[config.mk]
export PLATFORM = sky130hd
export DESIGN_NAME = touch_point_frame_table_top
export DESIGN_NICKNAME = d
export VERILOG_FILES = /design/src/hw/rtl/tpft_pkg.sv /design/src/hw/rtl/touch_point_frame_table_top.sv
export SDC_FILE = /design/constraint.sdc
export NUM_CORES = 2
export LEC_CHECK = 0
export ABC_CLOCK_PERIOD_IN_PS = 8400
export BUFFER_PORTS_ARGS = -buffer_cell sky130_fd_sc_hd__buf_2
export CORE_MARGIN = 3
export CORE_UTILIZATION = 45
export DETAILED_ROUTE_END_ITERATION = 6
export PLACE_DENSITY = 0.59
export SETUP_SLACK_MARGIN = 0.5
export SLEW_MARGIN = 10
export SYNTH_ARGS = -nofsm -noshare
export SYNTH_HDL_FRONTEND = slang
export SYNTH_MEMORY_MAX_BITS = 65536
export SYNTH_SLANG_ARGS = --single-unit
[constraint.sdc]
create_clock -name clk -period 8.4 [get_ports clk]
set_clock_uncertainty 0.05 [all_clocks]
set_input_delay 1.26 -clock clk [delete_from_list [all_inputs] [get_ports clk]]
set_output_delay 1.26 -clock clk [all_outputs]
set_load 0.005 [all_outputs]
[src/hw/rtl/tpft_pkg.sv]
`default_nettype none
package tpft_pkg;

  localparam int MaxPoints   = 16;
  localparam int RingEntries = 17;
  localparam int IdxW        = $clog2(MaxPoints);
  localparam int CntW        = $clog2(MaxPoints + 1);
  localparam int SlotW       = 5;

  localparam logic [1:0] ACT_POINT = 2'd0;
  localparam logic [1:0] ACT_EMPTY = 2'd1;
  localparam logic [1:0] ACT_TICK  = 2'd2;
  localparam logic [1:0] ACT_UNDEF = 2'd3;

  localparam logic REG_WIDTH  = 1'b0;
  localparam logic REG_HEIGHT = 1'b1;

  localparam logic [1:0] TIMEOUT_START = 2'd3;

  typedef struct packed {
    logic [14:0]       id;
    logic [14:0]       x;
    logic [14:0]       y;
    logic [14:0]       minor;
    logic [14:0]       major;
    logic signed [7:0] angle;
    logic [1:0]        attr;
  } point_t;

  typedef struct packed {
    point_t     pt;
    logic [1:0] timeout;
  } entry_t;

  typedef enum logic [3:0] {
    S_IDLE,
    S_CP_RD,
    S_CP_WR,
    S_HD_RD,
    S_HD_CMP,
    S_HD_WR,
    S_AG_RD,
    S_AG_WR,
    S_EM_RD,
    S_EM_LD,
    S_EM_WAIT
  } state_t;

endpackage
`default_nettype wire

[src/hw/rtl/touch_point_frame_table_top.sv]
`default_nettype none
// Touch point table. One request is taken at a time; s_tready is high only when the block is
// idle. The point that closes a frame (or an empty frame) then merges the frame: staged points
// first, then old table points. An update tick ages and compacts the table, then emits its
// results, waiting on any output stall. All work runs through one point memory (two banks, one
// read and one write port) and one staging memory.
module touch_point_frame_table_top (
  input  wire logic         clk,
  input  wire logic         rst,
  input  wire logic         s_tvalid,
  output logic              s_tready,
  // host_id, host_x, host_y, host_minor, host_major, host_angle, host_attribute, zero pad
  input  wire logic [103:0] s_tdata,
  // action
  input  wire logic [1:0]   s_tuser,
  input  wire logic         s_tlast,
  output logic              m_tvalid,
  input  wire logic         m_tready,
  // sampling_number, ring_slot, ring_fill, touch_count, out_id, out_x, out_y,
  // out_minor, out_major, out_angle, out_attribute, zero pad
  output logic [135:0]      m_tdata,
  output logic              m_tlast,
  input  wire logic         psel,
  input  wire logic         penable,
  input  wire logic         pwrite,
  input  wire logic [2:0]   paddr,
  input  wire logic [31:0]  pwdata,
  output logic [31:0]       prdata,
  output logic              pready
);

  tpft_pkg::state_t state, state_next;

  logic [14:0] screen_width, screen_height;

  tpft_pkg::entry_t pmem [2*tpft_pkg::MaxPoints];
  tpft_pkg::point_t smem [tpft_pkg::MaxPoints];
  tpft_pkg::entry_t pmem_rd;
  tpft_pkg::point_t smem_rd;

  logic                      bank;
  logic [tpft_pkg::CntW-1:0] point_count, staged_count;
  logic [tpft_pkg::CntW-1:0] rd_idx, wr_idx;
  logic [31:0]               sample_counter;
  logic [tpft_pkg::SlotW-1:0] current_slot, fill_level;
  logic [14:0]               ids [tpft_pkg::MaxPoints];
  logic [tpft_pkg::MaxPoints-1:0] match;
  tpft_pkg::entry_t          hold;

  logic in_acc, out_acc;
  logic pm_we, sm_we;
  logic [tpft_pkg::IdxW:0]   pm_waddr, pm_raddr;
  tpft_pkg::entry_t          pm_wdata;
  tpft_pkg::point_t          staged_pt;
  logic                      keep, held_ok;
  logic [tpft_pkg::CntW-1:0] emit_n;

  assign pready   = 1'b1;
  assign s_tready = (state == tpft_pkg::S_IDLE);
  assign in_acc   = s_tvalid && s_tready;
  assign out_acc  = m_tvalid && m_tready;

  // configuration
  always_ff @(posedge clk) begin
    if (rst) begin
      screen_width  <= 15'd1;
      screen_height <= 15'd1;
    end else if (psel && penable && pwrite && pready) begin
      if (paddr[2] == tpft_pkg::REG_WIDTH) screen_width <= pwdata[14:0];
      else screen_height <= pwdata[14:0];
    end
  end

  always_comb begin
    prdata = 32'd0;
    if (paddr[2] == tpft_pkg::REG_WIDTH) prdata = {17'd0, screen_width};
    else prdata = {17'd0, screen_height};
  end

  // point clamp
  always_comb begin
    logic [14:0]        w, h;
    logic signed [16:0] v, wm1, hm1, wf;
    w   = (screen_width == 15'd0) ? 15'd1 : screen_width;
    h   = (screen_height == 15'd0) ? 15'd1 : screen_height;
    wf  = signed'({2'b00, w});
    wm1 = wf - 17'sd1;
    hm1 = signed'({2'b00, h}) - 17'sd1;
    staged_pt.attr = s_tdata[97:96];
    v = 17'(signed'(s_tdata[15:0]));
    staged_pt.id = (v < 17'sd0) ? 15'd0 : v[14:0];
    v = 17'(signed'(s_tdata[31:16]));
    staged_pt.x = (v < 17'sd0) ? 15'd0 : ((v > wm1) ? wm1[14:0] : v[14:0]);
    v = 17'(signed'(s_tdata[47:32]));
    staged_pt.y = (v < 17'sd0) ? 15'd0 : ((v > hm1) ? hm1[14:0] : v[14:0]);
    v = 17'(signed'(s_tdata[63:48]));
    staged_pt.minor = (v < 17'sd0) ? 15'd0 : ((v > wf) ? wf[14:0] : v[14:0]);
    v = 17'(signed'(s_tdata[79:64]));
    staged_pt.major = (v < 17'sd0) ? 15'd0 : ((v > wf) ? wf[14:0] : v[14:0]);
    v = 17'(signed'(s_tdata[95:80]));
    staged_pt.angle = (v < -17'sd90) ? -8'sd90 : ((v > 17'sd90) ? 8'sd90 : v[7:0]);
  end

  assign sm_we = in_acc && (s_tuser == tpft_pkg::ACT_POINT)
                 && (staged_count < 5'(tpft_pkg::MaxPoints));

  assign keep    = !pmem_rd.pt.attr[1] || (pmem_rd.timeout != 2'd0);
  assign held_ok = hold.pt.attr[1] && (hold.timeout != 2'd0) && (match == '0);
  assign emit_n  = (point_count == '0) ? 5'd1 : point_count;

  // memory access control
  always_comb begin
    pm_we    = 1'b0;
    pm_waddr = {~bank, wr_idx[tpft_pkg::IdxW-1:0]};
    pm_wdata = '{pt: smem_rd,
                 timeout: smem_rd.attr[1] ? tpft_pkg::TIMEOUT_START : 2'd0};
    pm_raddr = {bank, rd_idx[tpft_pkg::IdxW-1:0]};
    unique case (state)
      tpft_pkg::S_CP_WR: pm_we = 1'b1;
      tpft_pkg::S_HD_WR: begin
        pm_we    = held_ok;
        pm_wdata = hold;
      end
      tpft_pkg::S_AG_WR: begin
        pm_we    = keep;
        pm_waddr = {bank, wr_idx[tpft_pkg::IdxW-1:0]};
        pm_wdata = pmem_rd;
        if (pmem_rd.pt.attr[1]) pm_wdata.timeout = pmem_rd.timeout - 2'd1;
      end
      default: ;
    endcase
  end

  always_ff @(posedge clk) begin
    if (pm_we) pmem[pm_waddr] <= pm_wdata;
    pmem_rd <= pmem[pm_raddr];
  end

  always_ff @(posedge clk) begin
    if (sm_we) smem[staged_count[tpft_pkg::IdxW-1:0]] <= staged_pt;
    smem_rd <= smem[rd_idx[tpft_pkg::IdxW-1:0]];
  end

  // sequencer
  always_ff @(posedge clk) begin
    if (rst) state <= tpft_pkg::S_IDLE;
    else state <= state_next;
  end

  always_comb begin
    state_next = state;
    unique case (state)
      tpft_pkg::S_IDLE: begin
        if (in_acc) begin
          priority if ((s_tuser == tpft_pkg::ACT_POINT && s_tlast)
                       || s_tuser == tpft_pkg::ACT_EMPTY) state_next = tpft_pkg::S_CP_RD;
          else if (s_tuser == tpft_pkg::ACT_TICK) state_next = tpft_pkg::S_AG_RD;
          else state_next = tpft_pkg::S_IDLE;
        end
      end
      tpft_pkg::S_CP_RD:
        state_next = (rd_idx < staged_count) ? tpft_pkg::S_CP_WR : tpft_pkg::S_HD_RD;
      tpft_pkg::S_CP_WR: state_next = tpft_pkg::S_CP_RD;
      tpft_pkg::S_HD_RD:
        state_next = (rd_idx < point_count && wr_idx < 5'(tpft_pkg::MaxPoints))
                     ? tpft_pkg::S_HD_CMP : tpft_pkg::S_IDLE;
      tpft_pkg::S_HD_CMP: state_next = tpft_pkg::S_HD_WR;
      tpft_pkg::S_HD_WR:  state_next = tpft_pkg::S_HD_RD;
      tpft_pkg::S_AG_RD:
        state_next = (rd_idx < point_count) ? tpft_pkg::S_AG_WR : tpft_pkg::S_EM_RD;
      tpft_pkg::S_AG_WR: state_next = tpft_pkg::S_AG_RD;
      tpft_pkg::S_EM_RD: state_next = tpft_pkg::S_EM_LD;
      tpft_pkg::S_EM_LD: state_next = tpft_pkg::S_EM_WAIT;
      tpft_pkg::S_EM_WAIT: begin
        if (out_acc) state_next = (rd_idx + 5'd1 >= emit_n) ? tpft_pkg::S_IDLE
                                                            : tpft_pkg::S_EM_RD;
      end
      default: state_next = tpft_pkg::S_IDLE;
    endcase
  end

  // control and counters
  always_ff @(posedge clk) begin
    if (rst) begin
      bank           <= 1'b0;
      point_count    <= '0;
      staged_count   <= '0;
      rd_idx         <= '0;
      wr_idx         <= '0;
      sample_counter <= '0;
      current_slot   <= '0;
      fill_level     <= '0;
      m_tvalid       <= 1'b0;
    end else begin
      unique case (state)
        tpft_pkg::S_IDLE: begin
          rd_idx <= '0;
          wr_idx <= '0;
          if (in_acc) begin
            if (sm_we) staged_count <= staged_count + 5'd1;
            if (s_tuser == tpft_pkg::ACT_EMPTY) staged_count <= '0;
          end
        end
        tpft_pkg::S_CP_RD: if (rd_idx >= staged_count) rd_idx <= '0;
        tpft_pkg::S_CP_WR: begin
          rd_idx <= rd_idx + 5'd1;
          wr_idx <= wr_idx + 5'd1;
        end
        tpft_pkg::S_HD_RD: begin
          if (!(rd_idx < point_count && wr_idx < 5'(tpft_pkg::MaxPoints))) begin
            bank         <= ~bank;
            point_count  <= wr_idx;
            staged_count <= '0;
          end
        end
        tpft_pkg::S_HD_CMP: ;
        tpft_pkg::S_HD_WR: begin
          rd_idx <= rd_idx + 5'd1;
          if (held_ok) wr_idx <= wr_idx + 5'd1;
        end
        tpft_pkg::S_AG_RD: begin
          if (rd_idx >= point_count) begin
            point_count    <= wr_idx;
            rd_idx         <= '0;
            sample_counter <= sample_counter + 32'd1;
            current_slot   <= (current_slot == 5'(tpft_pkg::RingEntries - 1))
                              ? '0 : current_slot + 5'd1;
            if (fill_level < 5'(tpft_pkg::RingEntries - 1)) fill_level <= fill_level + 5'd1;
          end
        end
        tpft_pkg::S_AG_WR: begin
          rd_idx <= rd_idx + 5'd1;
          if (keep) wr_idx <= wr_idx + 5'd1;
        end
        tpft_pkg::S_EM_RD: ;
        tpft_pkg::S_EM_LD: m_tvalid <= 1'b1;
        tpft_pkg::S_EM_WAIT: begin
          if (out_acc) begin
            m_tvalid <= 1'b0;
            rd_idx   <= rd_idx + 5'd1;
          end
        end
        default: ;
      endcase
    end
  end

  // id list of the table being built, and duplicate check
  always_ff @(posedge clk) begin
    if (state == tpft_pkg::S_CP_WR) ids[wr_idx[tpft_pkg::IdxW-1:0]] <= smem_rd.id;
    if (state == tpft_pkg::S_HD_WR && held_ok) ids[wr_idx[tpft_pkg::IdxW-1:0]] <= hold.pt.id;
    if (state == tpft_pkg::S_HD_CMP) begin
      hold <= pmem_rd;
      for (int e = 0; e < tpft_pkg::MaxPoints; e++) begin
        match[e] <= (5'(e) < wr_idx) && (ids[e] == pmem_rd.pt.id);
      end
    end
  end

  // result register
  always_ff @(posedge clk) begin
    tpft_pkg::point_t p;
    p = (point_count == '0) ? '0 : pmem_rd.pt;
    if (state == tpft_pkg::S_EM_LD) begin
      m_tdata <= {4'd0, p.attr, p.angle, p.major, p.minor, p.y, p.x, p.id,
                  point_count, fill_level, current_slot, sample_counter};
      m_tlast <= (rd_idx + 5'd1 >= emit_n);
    end
  end

endmodule
`default_nettype wire

# [Yosys cells after proc, flatten, opt, wreduce, memory -nomap -nowiden]
# Memory sizes are Yosys's and may differ from the RTL's. A register that Yosys moved wholly into a read port is not among the register bits.
# Cells that the tools add are included.
[op_classes] n_eq_ne=37 mux=56 addsub=9 reduce_logical=55 magnitude_cmp=35 n_bitwise=4
[ops] operator="$eq 15x15->1" count=16
[ops] operator="$mux 15" count=13
[ops] operator="$pmux 87 s2" count=1
[ops] operator="$lt 16x1->1 const B" count=5
[ops] operator="$mux 5" count=14
[ops] operator="$gt 16x16->1" count=4
[ops] operator="$pmux 4 s11" count=1
[ops] operator="$lt 4x5->1 const A" count=8
[ops] operator="$add 32x1->32 const B" count=1
[ops] operator="$sub 15x1->16 const B" count=2
[ops] operator="$logic_not 15->1" count=2
[ops] operator="$logic_and 1x1->1" count=27
[ops] operator="$add 5x1->5 const B" count=5
[ops] operator="$pmux 5 s5" count=1
[ops] operator="$lt 3x5->1 const A" count=4
[ops] operator="$pmux 5 s2" count=2
[ops] operator="$pmux 5 s4" count=1
[ops] operator="$eq 4x3->1 const B" count=4
[ops] operator="$gt 16x8->1 const B" count=1
[ops] operator="$logic_not 16->1" count=1
[ops] operator="$lt 16x8->1 const B" count=1
[ops] operator="$mux 4" count=4
[ops] operator="$mux 8" count=2
[ops] operator="$ge 5x5->1" count=3
[ops] operator="33 further kinds" count=73
[word_totals] ff_bits=334 wordCells=223 output_inout_bits=172 mem_bits_rw=4384 mem_count=3
[mem_list] memory="pmem" depth=32 word_bits=87 read_ports=1 rd_clocked_by_memory_dff=1 write_ports=1 line_no="touch_point_frame_table_top.sv:36" source="tpft_pkg::entry_t pmem [2*tpft_pkg::MaxPoints];"
[mem_list] memory="smem" depth=16 word_bits=85 read_ports=1 rd_clocked_by_memory_dff=1 write_ports=1 line_no="touch_point_frame_table_top.sv:37" source="tpft_pkg::point_t smem [tpft_pkg::MaxPoints];"
[mem_list] memory="ids" depth=16 word_bits=15 read_ports=16 rd_clocked_by_memory_dff=0 write_ports=1 line_no="touch_point_frame_table_top.sv:46" source="logic [14:0] ids [tpft_pkg::MaxPoints];"

# [Logic depth before layout (Yosys ltp)]
[depth] depth_word=8 mapped_depth=19

# [Least setup slack after synthesis]
# OpenSTA, ideal clock, no wires.
[synth_path] path_type="input-to-reg" from="in s_tuser[1]" to="mem smem[3][0] (netlist name), enable pin" setup_time_ps=633 setup_slack_ps=73 path_buffers=0 path_stages=5 arrival_ps=7645 path_cell_list="inv_1 -> nand3_1 -> nor3_1 -> nand2_1 -> nor3_1"
[synth_via] elab_chain_len=5
[synth_lines] element="start: declaration" line_no="touch_point_frame_table_top.sv:15" source="input wire logic [1:0] s_tuser,"
[synth_lines] element="$logic_not 2->1" line_no="touch_point_frame_table_top.sv:104" source="assign sm_we = in_acc && (s_tuser == tpft_pkg::ACT_POINT)"
[synth_lines] element="$logic_and 1x1->1" line_no="touch_point_frame_table_top.sv:104"
[synth_lines] element="$logic_and 1x1->1" line_no="touch_point_frame_table_top.sv:105" source="&& (staged_count < 5'(tpft_pkg::MaxPoints));"
[synth_lines] element="$mux 1" line_no="touch_point_frame_table_top.sv:140" source="if (sm_we) smem[staged_count[tpft_pkg::IdxW-1:0]] <= staged_pt;"
[synth_lines] element="$mux 1 (not written as such)" line_no="touch_point_frame_table_top.sv:140"
[synth_lines] element="end: declaration" line_no="touch_point_frame_table_top.sv:37"
# Every way passes these cells.

==> flow_metrics.tcl <==
set metrics [dict create \
    vias 89970 \
    placed_area_sq_um 197400 \
    multiInputGateArea_sq_um 42370 \
    setup_tns_ns 0 \
    use_met1 0.3219 \
    first_iter_violations 10740 \
    drive_gt1_frac 0.2942 \
    cts_buffers 518 \
    yosysUniqueCellTypes 66 \
    hold_depth 0 \
    synthCells 8475 \
    cts_setup_buffers 0 \
    p_leak_nw 65.61 \
    hp-class "reg -> reg" \
    min_to "hold[49]$_DFFE_PP_" \
    cts_root_buf "clkbuf_16" \
    wl_per_cell_um 32.21 \
    yosysWarnings 0 \
    rr_worst_depth 17 \
    core-area_sq_um 414600 \
    tightestPinTransition_ns 1.265 \
    syn_avg_cell_area_sq_um 22.17 \
    required_ns 9.00 \
    rows 236 \
    finalWorstSetupSlack_ns 2.016 \
    ant_nets 0 \
    die_h_um 652.1 \
    clockBufferDepth 4 \
    dieArea_sq_um 425300 \
    drv_slew 0 \
    use_met2 0.3696 \
    ys_seq_area_frac 0.7673 \
    cts.clk_slew.worst_paths_ns 0.06 \
    cts_tree "yes" \
    synth_top_area_frac 0.7385 \
    fin_crit_sh 0.7600 \
    layout_min_cycle_time_ns 6.384 \
    io_pins 321 \
    dpl.hpwl_um 241500 \
    crit_fanout 16 \
    grt.busiest_layer "met2" \
    die_w_um 652.1 \
    synth_edf_count 4620 \
    synth_area_leaders "edfxtp_1 (74%), mux4_2 (16%), dfxtp_1 (2.9%)" \
    ctsHoldBuffers 0 \
    hp-start "pmem_rd[49]$_DFF_P_" \
    post-place-ws_ns 2.128 \
    cts.sinks 4890 \
    grt_pass1_vias 92182 \
    htreeDepth 6 \
    reg2reg_from "screen_width[2]$_SDFFE_PP0P_" \
    gr-total-overflow 0 \
    grt_antenna_before_repair 36 \
    rsz0062_at_grt "no" \
    power.density_nw_per_um2 242.9 \
    fmax_mhz 156.6 \
    first_pass_iters 5 \
    ir_drop_v 0.0002131 \
    hold_viol 0 \
    initial_core_util 0.4531 \
    r2r_end "smem[14][69]$_DFFE_PP_" \
    remaining_drc_errors 0 \
    slew_headroom 0.1568 \
    routed_wl_um 482800 \
    area_growth_pct 13.86 \
    clk_latency_ns 1.05 \
    ys_ff_latch 4890 \
    nets 9336 \
    place.gp.congestion 0.8745 \
    synth_top_cell_by_area "edfxtp_1" \
    fill_cells 32239 \
    seq_area_sq_um 144200 \
    via_per_inst 6.002 \
    grt_usage 0.2253 \
    r2r_setup_slack_ns 2.02 \
    synth_flop_cell "edfxtp_1" \
    crit_type "reg -> reg" \
    endpoint_kind "register" \
    grt_pass1_wl_um 686100 \
    use_met3 0.03195 \
    netlist_area_sq_um 187900 \
    async_flop_share 0 \
    grt_max_degree 137 \
    setup_violations 0 \
    cp-start-kind "register" \
    io_buffers 273 \
    cts_resized 0 \
    status "finished clean" \
    maxCapViolCount 0 \
    cp.arrival_ns 6.98 \
    stdcell_area_sq_um 213900 \
]
## state kept, by name, indices dropped and copies added, names as in the netlist, 15 cells and up
signal,cells
ids,240
pmem,2784
smem_rd,85
smem,1360
pmem_rd,87
screen_height,15
match,16
hold,87
sample_counter,32
m_tdata,132
screen_width,15
## layer usage
metal	vias up	wire length, um
met5	-	52
met4	8	11290
met3	716	32780
met2	3593	236900
met1	49077	201800
li1	36576	-
## how the worst max path moves through the flow
stage                     depth (start not counted)                    startpoint  slack, ns                endpoint
after CTS                                        17  screen_width[2]$_SDFFE_PP0P_       2.11  smem[12][68]$_DFFE_PP_
after global routing                             17  screen_width[2]$_SDFFE_PP0P_       1.49  smem[11][69]$_DFFE_PP_
after floorplan                                   5                    s_tuser[1]       2.35    smem[7][0]$_DFFE_PP_
final                                            17  screen_width[2]$_SDFFE_PP0P_       2.02  smem[14][69]$_DFFE_PP_
after global placement                           17  screen_width[2]$_SDFFE_PP0P_       2.25   smem[4][69]$_DFFE_PP_
after detailed placement                         17  screen_width[2]$_SDFFE_PP0P_       2.13  smem[14][68]$_DFFE_PP_
## worst max-delay path: stages, from the launching register on
cell and delay (ns):
dfxtp_1 0.35, nor3_1 0.57, nand3_1 0.21, nor3_1 0.32, or2_2 0.24, inv_1 0.17
ha_1 0.29, nor2b_1 0.18, nand4_1 0.13, nor3_1 0.07, xnor2_1 0.27, ha_1 0.32
a21oi_1 0.19, a21oi_1 0.12, a211oi_1 0.61, a311o_1 0.32, nand2_1 0.41, a211oi_2 1.14
## kinds of logic (layout without fill, tap and decap cells)
logic type / Yosys count / in the layout / synth area share
xor+xnor: 298 / 298 / 0.01389
flops: 4890 / 4890 / 0.7673
other cells: 2 / 29 / 0.00003998
fa+ha+maj: 93 / 93 / 0.006194
simple gates: 810 / 810 / 0.02178
mux: 1514 / 1514 / 0.1676
compound gates: 359 / 359 / 0.01140
buf+inv: 509 / 1523 / 0.01184
## through the flow
stage                     std cells  hold WS [ns]  total power, mW    util
after floorplan                8497        0.3564            29.44       -
after global placement        14047        0.3858            30.30  0.4760
after detailed placement      14047        0.3895            30.38  0.4760
after CTS                     14984        0.3210            52.38  0.5156
after global routing          14987        0.3833            53.53  0.5159
final                         14990        0.4012            51.95  0.5160
## cells in the mapped netlist (all sizes together), types with 33 or more instances
library cell,n
dfxtp,270
ha,93
xor2,118
nor2,132
mux4,1295
nor4,43
clkbuf,257
nand4,71
o21ai,138
buf,186
mux2,102
nand3,45
nor2b,118
xnor2,180
edfxtp,4620
inv,66
a21oi,111
nand2b,34
nand2,241
a211oi,33
mux2i,117
nor3,48
## final cells by class
type                    count  share of cell area
inverters                  66            0.001158
multi-input cells        3098              0.1981
clock buffers             693             0.06612
flip-flops and latches   4890              0.6739
repair buffers            520             0.01801
clock inverters           244             0.01062
diodes                      5          0.00005849
well taps                5474             0.03202
## power by group
part / internal (mW) / switching [mW] / leakage, nW
clock network: 12.7 / 9.40 / 8.02
logic: 0.982 / 1.60 / 13.6
registers: 27.1 / 0.140 / 44.0
total: 40.8 / 11.1 / 65.6
## cell usage in the layout (no fill, tap or decap), types with 31 or more instances in the layout
master | Yosys | final
mux2_2 | 102 | 102
clkbuf_1 | 257 | 135
dfxtp_1 | 270 | 264
nor2b_1 | 118 | 118
clkinv_2 | 0 | 81
inv_1 | 65 | 65
o21ai_2 | 0 | 31
o21ai_0 | 134 | 46
nand2_1 | 241 | 240
xnor2_1 | 180 | 180
a21oi_1 | 111 | 109
o21ai_1 | 4 | 54
nand3_1 | 45 | 45
mux4_2 | 1295 | 1295
xor2_1 | 118 | 118
mux2i_1 | 117 | 108
nand2b_1 | 34 | 34
buf_12 | 0 | 50
nor3_1 | 48 | 44
clkbuf_16 | 0 | 529
ha_1 | 93 | 93
nand4_1 | 70 | 70
clkinv_1 | 0 | 69
edfxtp_1 | 4620 | 4620
buf_2 | 100 | 272
buf_4 | 42 | 197
nor2_1 | 132 | 85
nor4_1 | 41 | 41
nor2_4 | 0 | 45
No activity file was read; power rests on OpenSTA's default activity.
